`src/sv/wtn_pkg.sv`:
```
// Package for the word token normalizer: shared types, character codes and
// byte classification helpers. No dependencies.
`timescale 1ns / 1ps
`default_nettype none

package wtn_pkg;

	localparam int PENDING_DEPTH_DEF = 32;
	localparam int QUEUE_DEPTH       = 4;

	// character codes
	localparam logic [7:0] CH_PERIOD = 8'h2E;
	localparam logic [7:0] CH_BANG   = 8'h21;
	localparam logic [7:0] CH_QMARK  = 8'h3F;
	localparam logic [7:0] CH_COLON  = 8'h3A;
	localparam logic [7:0] CH_DQUOTE = 8'h22;
	localparam logic [7:0] CH_APOS   = 8'h27;
	localparam logic [7:0] CH_HYPHEN = 8'h2D;

	// one classified byte, handed from front to back
	typedef struct packed {
		logic       mark;   // store ch in the mark store
		logic       alnum;  // flush held marks, then emit ch
		logic       term;   // emit terminator afterwards
		logic [7:0] ch;
		logic       se;
		logic       ds;
		logic       we;
		logic       po;
	} wtn_cmd_t;

	// one result item
	typedef struct packed {
		logic [7:0] ch;
		logic       term;
		logic       se;
		logic       ds;
		logic       we;
		logic       po;
		logic       last;
	} wtn_res_t;

	function automatic logic is_alnum(input logic [7:0] c);
		return (c >= 8'h30 && c <= 8'h39) || (c >= 8'h41 && c <= 8'h5A) ||
		       (c >= 8'h61 && c <= 8'h7A);
	endfunction

	function automatic logic [7:0] to_lower(input logic [7:0] c);
		return (c >= 8'h41 && c <= 8'h5A) ? c + 8'd32 : c;
	endfunction

	function automatic logic is_stop(input logic [7:0] c);
		return (c == CH_PERIOD) || (c == CH_BANG) || (c == CH_QMARK) ||
		       (c == CH_COLON);
	endfunction

endpackage

`default_nettype wire

```
`src/sv/wtn_tok_if.sv`:
```
// Input channel: raw token bytes with valid/ready handshake.
// No dependencies.
`timescale 1ns / 1ps
`default_nettype none

interface wtn_tok_if;
	logic       valid;
	logic       ready;
	logic [7:0] char_code;
	logic       last_in_token;

	modport source (output valid, output char_code, output last_in_token, input ready);
	modport sink   (input valid, input char_code, input last_in_token, output ready);
endinterface

`default_nettype wire

```
`src/sv/wtn_word_if.sv`:
```
// Output channel: cleaned word bytes and terminator flags, valid/ready handshake.
// No dependencies.
`timescale 1ns / 1ps
`default_nettype none

interface wtn_word_if;
	logic       valid;
	logic       ready;
	logic [7:0] out_char;
	logic       is_terminator;
	logic       sentence_end;
	logic       dialogue_start;
	logic       word_empty;
	logic       pending_overflow;
	logic       last_result;

	modport source (output valid, output out_char, output is_terminator,
		output sentence_end, output dialogue_start, output word_empty,
		output pending_overflow, output last_result, input ready);
	modport sink   (input valid, input out_char, input is_terminator,
		input sentence_end, input dialogue_start, input word_empty,
		input pending_overflow, input last_result, output ready);
endinterface

`default_nettype wire

```
`src/sv/word_token_normalizer_core.sv`:
```
// Word token normalizer top level. A plain byte's result is registered in the command
// queue and then in the output register. Throughput: one byte per cycle, set by the
// front end, while the queue is not full; a letter or digit that ends a token takes a
// further back-end step for the terminator. A flush of held marks occupies the back end
// with one registered read of the mark store per mark; intake stalls once the 4-entry
// queue fills. Reset clears all control and token state; the mark store is not cleared.
// Depends on wtn_pkg, wtn_tok_if, wtn_word_if, wtn_front, wtn_fifo, wtn_back.
`timescale 1ns / 1ps
`default_nettype none

module word_token_normalizer_core #(
	parameter int PENDING_DEPTH = wtn_pkg::PENDING_DEPTH_DEF
) (
	input  wire          clk,
	input  wire          arst_n,
	wtn_tok_if.sink      tok,
	wtn_word_if.source   word
);
	import wtn_pkg::*;

	localparam int CW = $clog2(PENDING_DEPTH + 1);
	localparam int QW = $bits(wtn_cmd_t) + CW;

	logic          push;
	wtn_cmd_t      f_cmd;
	logic [CW-1:0] f_cnt;
	logic          q_full;
	logic          q_valid;
	logic          pop;
	logic [QW-1:0] q_rdata;
	wtn_cmd_t      b_cmd;
	logic [CW-1:0] b_cnt;

	assign b_cmd = q_rdata[QW-1:CW];
	assign b_cnt = q_rdata[CW-1:0];

	wtn_front #(
		.PENDING_DEPTH (PENDING_DEPTH),
		.CW            (CW)
	) u_front (
		.clk    (clk),
		.arst_n (arst_n),
		.tok    (tok),
		.q_full (q_full),
		.push   (push),
		.cmd    (f_cmd),
		.cnt    (f_cnt)
	);

	wtn_fifo #(
		.W (QW)
	) u_fifo (
		.clk       (clk),
		.arst_n    (arst_n),
		.push      (push),
		.wdata     ({f_cmd, f_cnt}),
		.pop       (pop),
		.rdata     (q_rdata),
		.full      (q_full),
		.not_empty (q_valid)
	);

	wtn_back #(
		.PENDING_DEPTH (PENDING_DEPTH),
		.CW            (CW)
	) u_back (
		.clk     (clk),
		.arst_n  (arst_n),
		.q_valid (q_valid),
		.q_cmd   (b_cmd),
		.q_cnt   (b_cnt),
		.pop     (pop),
		.word    (word)
	);

endmodule

`default_nettype wire

```
`src/sv/wtn_front.sv`:
```
// Front end: accepts token bytes, tracks per-token state and classifies each
// byte into a command for the back end. Depends on wtn_pkg, wtn_tok_if.
`timescale 1ns / 1ps
`default_nettype none

module wtn_front #(
	parameter int PENDING_DEPTH = wtn_pkg::PENDING_DEPTH_DEF,
	parameter int CW            = $clog2(PENDING_DEPTH + 1)
) (
	input  wire                   clk,
	input  wire                   arst_n,
	wtn_tok_if.sink               tok,
	input  wire                   q_full,
	output logic                  push,
	output wtn_pkg::wtn_cmd_t     cmd,
	output logic [CW-1:0]         cnt
);
	import wtn_pkg::*;

	logic          seen_q;
	logic [CW-1:0] held_q;
	logic          se_q;
	logic          start_q;
	logic          dash_q;
	logic          ovf_q;

	logic       accept;
	logic [7:0] c;
	logic       alnum;
	logic       mark_c;
	logic       full;
	logic       do_mark;
	logic       ovf_now;
	logic       se_now;
	logic       ds_now;

	assign tok.ready = !q_full;
	assign accept    = tok.valid && tok.ready;

	// classify the byte against the current token state
	always_comb begin
		c       = tok.char_code;
		alnum   = is_alnum(c);
		mark_c  = (c == CH_APOS) || (c == CH_HYPHEN);
		full    = (held_q == CW'(PENDING_DEPTH));
		do_mark = !alnum && mark_c && seen_q && !full;
		ovf_now = !alnum && mark_c && seen_q && full;
		se_now  = (c != CH_DQUOTE) ? is_stop(c) : se_q;
		ds_now  = start_q ? (c == CH_HYPHEN) : dash_q;

		// a mark on the final byte is trailing: only the terminator goes out
		cmd.mark  = do_mark && !tok.last_in_token;
		cmd.alnum = alnum;
		cmd.term  = tok.last_in_token;
		cmd.ch    = alnum ? to_lower(c) : c;
		cmd.se    = se_now;
		cmd.ds    = ds_now;
		cmd.we    = !(seen_q || alnum);
		cmd.po    = ovf_q || ovf_now;
		// write index for a mark, flush length for a letter or digit
		cnt       = held_q;
		push      = accept && (do_mark || alnum || tok.last_in_token);
	end

	// per-token state
	always_ff @(posedge clk or negedge arst_n) begin
		if (!arst_n) begin
			seen_q  <= 1'b0;
			held_q  <= '0;
			se_q    <= 1'b0;
			start_q <= 1'b1;
			dash_q  <= 1'b0;
			ovf_q   <= 1'b0;
		end else if (accept) begin
			if (tok.last_in_token) begin
				seen_q  <= 1'b0;
				held_q  <= '0;
				se_q    <= 1'b0;
				start_q <= 1'b1;
				dash_q  <= 1'b0;
				ovf_q   <= 1'b0;
			end else begin
				start_q <= 1'b0;
				dash_q  <= ds_now;
				se_q    <= se_now;
				if (alnum) begin
					seen_q <= 1'b1;
					held_q <= '0;
				end else if (do_mark) begin
					held_q <= held_q + 1'b1;
				end
				if (ovf_now) begin
					ovf_q <= 1'b1;
				end
			end
		end
	end

endmodule

`default_nettype wire

```
`src/sv/wtn_fifo.sv`:
```
// Short command queue between front and back end, register based.
// Depends on wtn_pkg.
`timescale 1ns / 1ps
`default_nettype none

module wtn_fifo #(
	parameter int W = 8
) (
	input  wire          clk,
	input  wire          arst_n,
	input  wire          push,
	input  wire  [W-1:0] wdata,
	input  wire          pop,
	output logic [W-1:0] rdata,
	output logic         full,
	output logic         not_empty
);
	import wtn_pkg::*;

	localparam int PW = $clog2(QUEUE_DEPTH);
	localparam int NW = $clog2(QUEUE_DEPTH + 1);

	logic [W-1:0]  slot_q [QUEUE_DEPTH];
	logic [PW-1:0] wr_q;
	logic [PW-1:0] rd_q;
	logic [NW-1:0] num_q;

	assign full      = (num_q == NW'(QUEUE_DEPTH));
	assign not_empty = (num_q != '0);
	assign rdata     = slot_q[rd_q];

	// storage
	always_ff @(posedge clk) begin
		if (push) begin
			slot_q[wr_q] <= wdata;
		end
	end

	// pointers and fill level
	always_ff @(posedge clk or negedge arst_n) begin
		if (!arst_n) begin
			wr_q  <= '0;
			rd_q  <= '0;
			num_q <= '0;
		end else begin
			if (push) begin
				wr_q <= (wr_q == PW'(QUEUE_DEPTH - 1)) ? '0 : wr_q + 1'b1;
			end
			if (pop) begin
				rd_q <= (rd_q == PW'(QUEUE_DEPTH - 1)) ? '0 : rd_q + 1'b1;
			end
			if (push && !pop) begin
				num_q <= num_q + 1'b1;
			end else if (pop && !push) begin
				num_q <= num_q - 1'b1;
			end
		end
	end

endmodule

`default_nettype wire

```
`src/sv/wtn_back.sv`:
```
// Back end: executes commands, owns the mark store, flushes held marks and
// drives the registered output channel. Depends on wtn_pkg, wtn_word_if.
`timescale 1ns / 1ps
`default_nettype none

module wtn_back #(
	parameter int PENDING_DEPTH = wtn_pkg::PENDING_DEPTH_DEF,
	parameter int CW            = $clog2(PENDING_DEPTH + 1)
) (
	input  wire                   clk,
	input  wire                   arst_n,
	input  wire                   q_valid,
	input  wire wtn_pkg::wtn_cmd_t q_cmd,
	input  wire  [CW-1:0]         q_cnt,
	output logic                  pop,
	wtn_word_if.source            word
);
	import wtn_pkg::*;

	localparam int IW = (PENDING_DEPTH > 1) ? $clog2(PENDING_DEPTH) : 1;

	localparam logic [2:0] ST_IDLE = 3'd0;
	localparam logic [2:0] ST_RD   = 3'd1;
	localparam logic [2:0] ST_MARK = 3'd2;
	localparam logic [2:0] ST_CHAR = 3'd3;
	localparam logic [2:0] ST_TERM = 3'd4;

	logic [7:0]    mem [PENDING_DEPTH];
	logic [7:0]    rd_data_q;

	logic [2:0]    state_q;
	logic [2:0]    state_d;
	wtn_cmd_t      cmd_q;
	logic [CW-1:0] cnt_q;
	logic [CW-1:0] idx_q;
	logic [CW-1:0] idx_d;
	logic          latch;

	wtn_res_t      out_q;
	wtn_res_t      res;
	logic          out_valid_q;
	logic          out_free;
	logic          load;
	logic          mem_we;

	assign out_free = !out_valid_q || word.ready;

	// mark store: one write, one registered read
	always_ff @(posedge clk) begin
		if (mem_we) begin
			mem[q_cnt[IW-1:0]] <= q_cmd.ch;
		end
		rd_data_q <= mem[idx_q[IW-1:0]];
	end

	// sequencer
	always_comb begin
		state_d = state_q;
		idx_d   = idx_q;
		pop     = 1'b0;
		latch   = 1'b0;
		load    = 1'b0;
		mem_we  = 1'b0;
		res     = '0;
		unique case (state_q)
			ST_IDLE: begin
				if (q_valid) begin
					if (q_cmd.mark) begin
						pop    = 1'b1;
						mem_we = 1'b1;
					end else if (q_cmd.alnum && q_cnt != '0) begin
						pop     = 1'b1;
						latch   = 1'b1;
						idx_d   = '0;
						state_d = ST_RD;
					end else if (out_free) begin
						pop  = 1'b1;
						load = 1'b1;
						if (q_cmd.alnum) begin
							res.ch   = q_cmd.ch;
							res.last = !q_cmd.term;
							if (q_cmd.term) begin
								latch   = 1'b1;
								state_d = ST_TERM;
							end
						end else begin
							res.term = 1'b1;
							res.se   = q_cmd.se;
							res.ds   = q_cmd.ds;
							res.we   = q_cmd.we;
							res.po   = q_cmd.po;
							res.last = 1'b1;
						end
					end
				end
			end
			ST_RD: begin
				state_d = ST_MARK;
			end
			ST_MARK: begin
				if (out_free) begin
					load   = 1'b1;
					res.ch = rd_data_q;
					if (idx_q + 1'b1 < cnt_q) begin
						idx_d   = idx_q + 1'b1;
						state_d = ST_RD;
					end else begin
						state_d = ST_CHAR;
					end
				end
			end
			ST_CHAR: begin
				if (out_free) begin
					load     = 1'b1;
					res.ch   = cmd_q.ch;
					res.last = !cmd_q.term;
					state_d  = cmd_q.term ? ST_TERM : ST_IDLE;
				end
			end
			ST_TERM: begin
				if (out_free) begin
					load     = 1'b1;
					res.term = 1'b1;
					res.se   = cmd_q.se;
					res.ds   = cmd_q.ds;
					res.we   = cmd_q.we;
					res.po   = cmd_q.po;
					res.last = 1'b1;
					state_d  = ST_IDLE;
				end
			end
			default: begin
				state_d = ST_IDLE;
			end
		endcase
	end

	// control registers
	always_ff @(posedge clk or negedge arst_n) begin
		if (!arst_n) begin
			state_q     <= ST_IDLE;
			idx_q       <= '0;
			out_valid_q <= 1'b0;
		end else begin
			state_q <= state_d;
			idx_q   <= idx_d;
			if (load) begin
				out_valid_q <= 1'b1;
			end else if (word.ready) begin
				out_valid_q <= 1'b0;
			end
		end
	end

	// payload registers
	always_ff @(posedge clk) begin
		if (latch) begin
			cmd_q <= q_cmd;
			cnt_q <= q_cnt;
		end
		if (load) begin
			out_q <= res;
		end
	end

	assign word.valid            = out_valid_q;
	assign word.out_char         = out_q.ch;
	assign word.is_terminator    = out_q.term;
	assign word.sentence_end     = out_q.se;
	assign word.dialogue_start   = out_q.ds;
	assign word.word_empty       = out_q.we;
	assign word.pending_overflow = out_q.po;
	assign word.last_result      = out_q.last;

endmodule

`default_nettype wire

```
`src/flat_wrapper.sv`:
```
// flat-port wrapper written by rule: the top's interface ports become plain ports
module word_token_normalizer_core_flat import wtn_pkg::*;
#(
	parameter int PENDING_DEPTH = wtn_pkg::PENDING_DEPTH_DEF
)
  (clk, arst_n, tok_valid, tok_char_code, tok_last_in_token, tok_ready, word_valid, word_out_char, word_is_terminator, word_sentence_end, word_dialogue_start, word_word_empty, word_pending_overflow, word_last_result, word_ready);
  wtn_tok_if tok_i ();
  wtn_word_if word_i ();
  input  wire clk;
  input  wire arst_n;
  input wire logic [$bits(tok_i.valid)-1:0] tok_valid;
  input wire logic [$bits(tok_i.char_code)-1:0] tok_char_code;
  input wire logic [$bits(tok_i.last_in_token)-1:0] tok_last_in_token;
  output wire logic [$bits(tok_i.ready)-1:0] tok_ready;
  output wire logic [$bits(word_i.valid)-1:0] word_valid;
  output wire logic [$bits(word_i.out_char)-1:0] word_out_char;
  output wire logic [$bits(word_i.is_terminator)-1:0] word_is_terminator;
  output wire logic [$bits(word_i.sentence_end)-1:0] word_sentence_end;
  output wire logic [$bits(word_i.dialogue_start)-1:0] word_dialogue_start;
  output wire logic [$bits(word_i.word_empty)-1:0] word_word_empty;
  output wire logic [$bits(word_i.pending_overflow)-1:0] word_pending_overflow;
  output wire logic [$bits(word_i.last_result)-1:0] word_last_result;
  input wire logic [$bits(word_i.ready)-1:0] word_ready;
  assign tok_i.valid = tok_valid;
  assign tok_i.char_code = tok_char_code;
  assign tok_i.last_in_token = tok_last_in_token;
  assign tok_ready = tok_i.ready;
  assign word_valid = word_i.valid;
  assign word_out_char = word_i.out_char;
  assign word_is_terminator = word_i.is_terminator;
  assign word_sentence_end = word_i.sentence_end;
  assign word_dialogue_start = word_i.dialogue_start;
  assign word_word_empty = word_i.word_empty;
  assign word_pending_overflow = word_i.pending_overflow;
  assign word_last_result = word_i.last_result;
  assign word_i.ready = word_ready;
  word_token_normalizer_core #(.PENDING_DEPTH(PENDING_DEPTH)) u_core (.clk(clk), .arst_n(arst_n), .tok(tok_i), .word(word_i));
endmodule
```
`config.mk`:
```
export PLATFORM = sky130hd
export DESIGN_NAME = word_token_normalizer_core_flat
export DESIGN_NICKNAME = d
export VERILOG_FILES = /design/src/sv/wtn_pkg.sv /design/src/sv/wtn_tok_if.sv /design/src/sv/wtn_word_if.sv /design/src/sv/word_token_normalizer_core.sv /design/src/sv/wtn_front.sv /design/src/sv/wtn_fifo.sv /design/src/sv/wtn_back.sv /design/src/flat_wrapper.sv
export SDC_FILE = /design/constraint.sdc
export NUM_CORES = 1
export LEC_CHECK = 0
export BUFFER_PORTS_ARGS = -buffer_cell sky130_fd_sc_hd__buf_2
export CAP_MARGIN = 0
export CORE_UTILIZATION = 60
export DETAILED_ROUTE_END_ITERATION = 7
export PLACE_DENSITY = 0.77
export SYNTH_ARGS = -nofsm -noshare
export SYNTH_HDL_FRONTEND = slang
export SYNTH_SLANG_ARGS = --single-unit
```
`constraint.sdc`:
```
create_clock -name clk -period 11.25 [get_ports clk]
set_input_delay 2.25 -clock clk [delete_from_list [all_inputs] [get_ports clk]]
set_output_delay 2.25 -clock clk [all_outputs]
set_load 0.05 [all_outputs]
```
# ---- Yosys cells after proc, flatten, opt, wreduce, memory -nomap -nowiden
# Memory sizes are Yosys's and may differ from the RTL's. A register that Yosys moved wholly into a read port is not among the register bits.
# Cells that the tools add are included.
dict set report op_classes {
  reduce_logical 49
  n_lt_le_gt_ge 7
  muxes 75
  eq_ne 25
  add_sub_neg 7
}
# op count
set op_table {}
lappend op_table {{2-to-1 mux 14 bit} 4}
lappend op_table {{2-to-1 mux 6 bit} 9}
lappend op_table {{== test 8 x 6 -> 1 bit (second input constant)} 6}
lappend op_table {{2-to-1 mux 8 bit} 5}
lappend op_table {{2-to-1 mux 3 bit} 12}
lappend op_table {{2-to-1 mux 1 bit} 35}
lappend op_table {{case mux 8 bit (3 select lines)} 1}
lappend op_table {{greater-or-equal comparator 8 x 7 -> 1 bit (second input constant)} 2}
lappend op_table {{less-or-equal comparator 8 x 7 -> 1 bit (second input constant)} 2}
lappend op_table {{case mux 3 bit (5 select lines)} 1}
lappend op_table {{logical AND 1 bit} 13}
lappend op_table {{adder 6 x 1 -> 6 bit (second input constant)} 2}
lappend op_table {{inequality test 2 bit (second input constant)} 6}
lappend op_table {{case mux 6 bit (2 select lines)} 1}
lappend op_table {{logical OR 1 bit} 11}
lappend op_table {{zero test 1 bit} 10}
lappend op_table {{case mux 5 bit (2 select lines)} 1}
lappend op_table {{nonzero test 2 bit} 5}
lappend op_table {{adder 8 x 6 -> 8 bit (second input constant)} 1}
lappend op_table {{greater-or-equal comparator 8 x 6 -> 1 bit (second input constant)} 1}
lappend op_table {{less-or-equal comparator 8 x 6 -> 1 bit (second input constant)} 1}
lappend op_table {{inequality test 8 x 6 -> 1 bit (second input constant)} 1}
lappend op_table {{AND reduction 8 bit} 1}
lappend op_table {{== test 3 x 2 -> 1 bit (second input constant)} 2}
lappend op_table {{other kinds (21)} 30}
dict set report word_totals {
  n_memories 2
  register_bits 61
  in_bits 13
  elab_cells 191
  output_inout_bits 16
  mem_bits_rw 340
}
# name depth width rd rd_clocked_by_memory_dff write_ports line
set mem_list {}
lappend mem_list {u_core.u_back.mem 32 8 1 1 1 wtn_back.sv:28} ;# logic [7:0] mem [PENDING_DEPTH];
lappend mem_list {u_core.u_fifo.slot_q 4 21 1 0 1 wtn_fifo.sv:23} ;# logic [W-1:0] slot_q [QUEUE_DEPTH];

# ---- Depth between registers and ports, before layout
dict set report depth {
  word_depth 15
  depth_mapped 13
  ltp_nobuf 12
}

# ---- Cells and area by module
# Synthesis repeated with hierarchy kept, for this count alone.
dict set report unflattened {
  cells_unflattened 878
  area_unflattened_um2 16483.3
}
# module cells_per_inst instances seq_area_each_um2 area_per_inst_um2
set by_module_without_submodules {}
lappend by_module_without_submodules {wtn_back 612 1 9088.7 11974.0}
lappend by_module_without_submodules {wtn_fifo 147 1 2697.6 3480.8}
lappend by_module_without_submodules {wtn_front 119 1 276.5 1028.5}

# ---- Worst setup path before layout
# Ideal clock, no wire load.
dict set report synth_path {
  kind {input to register}
  start {input tok_char_code[7]}
  end {register u_core.u_fifo.num_q[2]}
  setup_slack_ns 6.343
  n_path_buf 0
  t_arrival_ns 4.828
  stages 10
  setup_time_ns 0.079
  required_ns 11.171
  cell_sequence {or3b_2 > nor4b_1 > nand2b_1 > a21oi_2 > ha_1 > inv_1 > fa_1 > xor2_1 > nor2_1 > xor2_1}
}
dict set report synth_between {
  elab_chain_cells 14
  word_cells_on_any_way 26
  classes_between {6 x order compare; 2 x eq/ne; 1 x mux; 17 x reduce/logical}
}
# element line
set synth_lines {}
lappend synth_lines {{from (decl)} flat_wrapper.sv:12} ;# input wire logic [$bits(tok_i.char_code)-1:0] tok_char_code;
lappend synth_lines {{greater-or-equal comparator 8 x 6 -> 1 bit, or another cell as far along} wtn_pkg.sv:44} ;# return (c >= 8'h30 && c <= 8'h39) || (c >= 8'h41 && c <= 8'h5A) ||
lappend synth_lines {{logical AND 1 bit} wtn_pkg.sv:44}
lappend synth_lines {{logical OR 1 bit (2 in a row)} wtn_pkg.sv:44}
lappend synth_lines {{zero test 1 bit} wtn_front.sv:46} ;# do_mark = !alnum && mark_c && seen_q && !full;
lappend synth_lines {{logical AND 1 bit (3 in a row)} wtn_front.sv:46}
lappend synth_lines {{logical OR 1 bit * (2 in a row)} wtn_front.sv:62} ;# push = accept && (do_mark || alnum || tok.last_in_token);
lappend synth_lines {{logical AND 1 bit *} wtn_front.sv:62}
lappend synth_lines {{net u_core.push} word_token_normalizer_core.sv:24} ;# logic push;
lappend synth_lines {{zero test 1 bit} wtn_fifo.sv:54} ;# end else if (pop && !push) begin
lappend synth_lines {{logical AND 1 bit} wtn_fifo.sv:54}
lappend synth_lines {{nonzero test 2 bit (no source line)} n/a}
lappend synth_lines {{to (signal assigned)} wtn_fifo.sv:53} ;# num_q <= num_q + 1'b1;
lappend synth_lines {{to (signal assigned)} wtn_fifo.sv:55} ;# num_q <= num_q - 1'b1;
lappend synth_lines {{to (decl)} wtn_fifo.sv:26} ;# logic [NW-1:0] num_q;
# Mark *: on every way through the listed nets, which the timed path passes. The rest lies on a longest branch.
# A chain may end at the register's enable or synchronous reset.

# ---- Worst setup path in the final report
dict set report layout_path {
  start {input tok_char_code[5]}
  end {memory u_core.u_fifo.slot_q[3][17] (netlist name) (enable)}
}
dict set report layout_between {
  elab_chain_cells 13
  word_cells_on_any_way 23
  classes_between {6 x order compare; 2 x eq/ne; 2 x mux; 13 x reduce/logical}
}
# element line
set layout_lines {}
lappend layout_lines {{greater-or-equal comparator 8 x 6 -> 1 bit, or another cell as far along} wtn_pkg.sv:44}
lappend layout_lines {{logical AND 1 bit} wtn_pkg.sv:44}
lappend layout_lines {{logical OR 1 bit (2 in a row)} wtn_pkg.sv:44}
lappend layout_lines {{zero test 1 bit} wtn_front.sv:46}
lappend layout_lines {{logical AND 1 bit (3 in a row)} wtn_front.sv:46}
lappend layout_lines {{logical OR 1 bit * (2 in a row)} wtn_front.sv:62}
lappend layout_lines {{logical AND 1 bit *} wtn_front.sv:62}
lappend layout_lines {{net u_core.push} word_token_normalizer_core.sv:24}
lappend layout_lines {{2-to-1 mux 1 bit *} wtn_fifo.sv:34} ;# if (push) begin
lappend layout_lines {{2-to-1 mux 1 bit (not written as such) *} wtn_fifo.sv:35} ;# slot_q[wr_q] <= wdata;
lappend layout_lines {{to (decl)} wtn_fifo.sv:23}
# Marked as above.

==> results.md <==
- Slew HR: about 17%
- Syn nets: about 880
- Drt first-iter violations: about 940
- Critical path arrival: around 5200 ps
- Largest family of logic cells by synthesized area: multiplexers
- Run status: finished, final reports clean
- Vias per inst: about 6.4
- Grt total ovfl: 0
- Hold_buf cts: 0
- Synth Area in XOR/XNOR: less than 1%
- Peak Freq: just under 200 MHz
- Flop2flop setup slack: 7170 ps
- Max cap viols: 0
- Biggest area consumer among synthesized cells: edfxtp_1
- Gp weighted congestion: 0.780
- Critical Path RT: 11390 ps
- Most numerous cell in the Yosys netlist: edfxtp_1
- Vias in the first global route: about 8000
- Pre-CTS WS: ~5600 ps
- CTS clk-pin slew, worst paths: 60 ps
- Mux cell area share after synthesis: between 15 and 20%
- Clock skew: 14.4 ps
- Placed Cells incl. Taps: 1194
- FILL cells: ~1700
- Leak: just under 0.006 µW
- Post-synth EDFFs: ~370
- Final ANT Viol Nets: 0
- Routed len/inst: between 20 and 30 µm
- Syn Inst Count: approximately 850
- Top_reg_cell synth: edfxtp_1
- CP endpoint kind: flip-flop
- Overall Power: 4650 µW
- Final Cycle Share: between 40% and 50%
- Die height: 167 µm
- Final Hold Viols: 0
- Setup TNS: 0 ps
- Post-synthesis sequential area ratio: between 70 and 80%
- Total CTS buffers: 42
- Drt pass-1 iters: 6
- RSZ-0062 raised after global routing: no
- Final cell count without fillers: 1269
- First-pass GRT wire length: 50.1 mm
- Final HPWL DP: about 19 mm
- Total clock sinks: roughly 400
- Starting Density: between 60% and 70%
- Skew-Pair Late Insertion Delay: roughly 530 ps
- Synth cell types: 67
- Complex-gate fraction of the synthesized area: 2.77%
- Area growth, synth to finish: 11.0%
- Post-CTS setup buffers: 0
- I/O Pins: 29
- Port bufs: 28
- Worst Max-Slew Pin Slew: 1230 ps
- CP Class: input port to flip-flop
- Max Transition Viols Final: 0
- Mapped Area: 0.0164 mm²
- Min cycle time layout: 5100 ps
- Root buf cell: clkbuf_16
- Top-area cell type share of the netlist area: 68.4%
- Die W: around 170 µm
- Synthesis-stage register bit count: ~410
- VDD IR max: 0.125 mV
- Wirelength, routed: between 30 and 40 mm
- Most frequent cells after synthesis: edfxtp_1 (373), mux4_2 (101), nand2_1 (59), nor2_1 (54), dfrtp_1 (27)
- Asr flop ratio synth: around 7%
- CORE AREA: about 0.027 mm²
- Largest net degree at the start of global routing: roughly 70
- Post-Synth Simple-Gate Area: roughly 5.3%
- Synth Area in Adders: around 1.3%
- Power per Cell Area: roughly 260 mW/mm²
- Htree depth: 2
- Startpoint types: input port
- HP Class: flip-flop to flip-flop
- Initial antenna violation count: 0
- Synthesized area per cell: approximately 19 µm²
- # rows: 60
- CTS tree: done
- Layout Nets: 927
- Final setup fails: 0
- Ranking of synthesized cells by area: edfxtp_1 (68%), mux4_2 (14%), dfrtp_1 (4.1%)
- Clock buffer depth: 3
- Layout cells sized above 1: 23.0%
- Ant diodes: 0
- All-layer global routing usage: 24.3%
- Crit Path Max Fanout: 21
- Routed via count: around 8100
- Yosys warns: 0
- Die ar.: 0.0280 mm²
- Worst setup margin: about 6200 ps
- Post-cts sizing count: 0
- Drt drc: 0
## layout make-up
type | count | area (µm²) | share of cell area [%]
Clock buffer | 49 | 1100 | 6.04
Clock inverter | 26 | 229 | 1.26
Inverter | 21 | 78.8 | 0.433
Multi-Input combinational cell | 389 | 4110 | 22.6
Sequential cell | 409 | 12100 | 66.3
Tap cell | 341 | 427 | 2.35
Timing Repair Buffer | 34 | 185 | 1.02
## power breakdown
part	internal, µW	switching (µW)	leakage, µW
clock network	790	549	0.000653
logic	399	796	0.00149
registers	2030	82.7	0.00381
total	3220	1430	0.00596
## layer usage
layer | GRT usage, % | up-vias | part of all wire, %
met2 | 38.1 | 370 | 48
met3 | 4.47 | 41 | 7.9
met4 | 5.66 | 0 | 1.6
li1 | - | 3540 | -
met5 | 0 | - | 0
met1 | 36.4 | 4164 | 42
## cell families (layout without fill, tap and decap cells)
family	count (synthesis)	count (layout)
compound gates	61	61
xor+xnor	10	10
fa+ha+maj	17	17
buf+inv	55	130
flops	409	409
mux	120	120
simple gates	181	181
## cell usage in the layout (no fill, tap or decap), drive strengths merged, types with 3 or more instances in the layout
| master | count |
|---|---|
| a211oi | 3 |
| a21o | 3 |
| a21oi | 13 |
| a22o | 5 |
| a31oi | 3 |
| and2 | 6 |
| buf | 34 |
| bufinv | 4 |
| clkbuf | 49 |
| clkinv | 20 |
| dfrtp | 27 |
| dfxtp | 8 |
| edfxtp | 373 |
| ha | 16 |
| inv | 22 |
| mux2 | 6 |
| mux2i | 13 |
| mux4 | 101 |
| nand2 | 59 |
| nand2b | 6 |
| nand3 | 10 |
| nand3b | 6 |
| nor2 | 55 |
| nor2b | 8 |
| nor3 | 10 |
| nor3b | 3 |
| nor4 | 3 |
| o21ai | 14 |
| or3 | 3 |
| xnor2 | 7 |
| xor2 | 3 |
## worst max-delay path, cell delays in order
cell	delay (ps)
buf_2	170
or3b_2	510
nor4b_1	750
nand2b_1	200
a21oi_2	400
and2_1	930
## worst paths after layout
kind / start / endpoint / cells past startpoint
hold reg to reg: u_core.u_front.start_q / u_core.u_front.start_q / 2
hold / removal: u_core.u_front.start_q / u_core.u_front.start_q / 2
setup reg to reg: u_core.u_fifo.rd_q[0] / u_core.u_fifo.num_q[2] / 12
min in group asynchronous: arst_n / u_core.u_back.word.valid / 1
max in group asynchronous: arst_n / u_core.u_back.idx_q[0] / 1
setup / recovery: tok_char_code[5] / u_core.u_fifo.slot_q[3][17] / 6
## through the flow
step / util, % / cell area [µm²] / hold WS [ps]
after detailed placement: 62.8 / 16900 / 498
after global placement: 62.8 / 16900 / 484
after global routing: 67.7 / 18200 / 527
final: 67.7 / 18200 / 510
after CTS: 67.7 / 18200 / 507
after floorplan: - / 16400 / 464
## state kept, by name, summed over array words and instances (netlist names), 6 cells and up
name	count
u_core.u_fifo.slot_q	84
u_core.u_back.idx_q	6
u_core.u_back.word.out_char	8
u_core.u_back.cnt_q	6
u_core.u_back.cmd_q	13
u_core.u_front.cnt	6
u_core.u_back.rd_data_q	8
u_core.u_back.mem	256
Note: power is estimated with default switching activity, not from simulation.
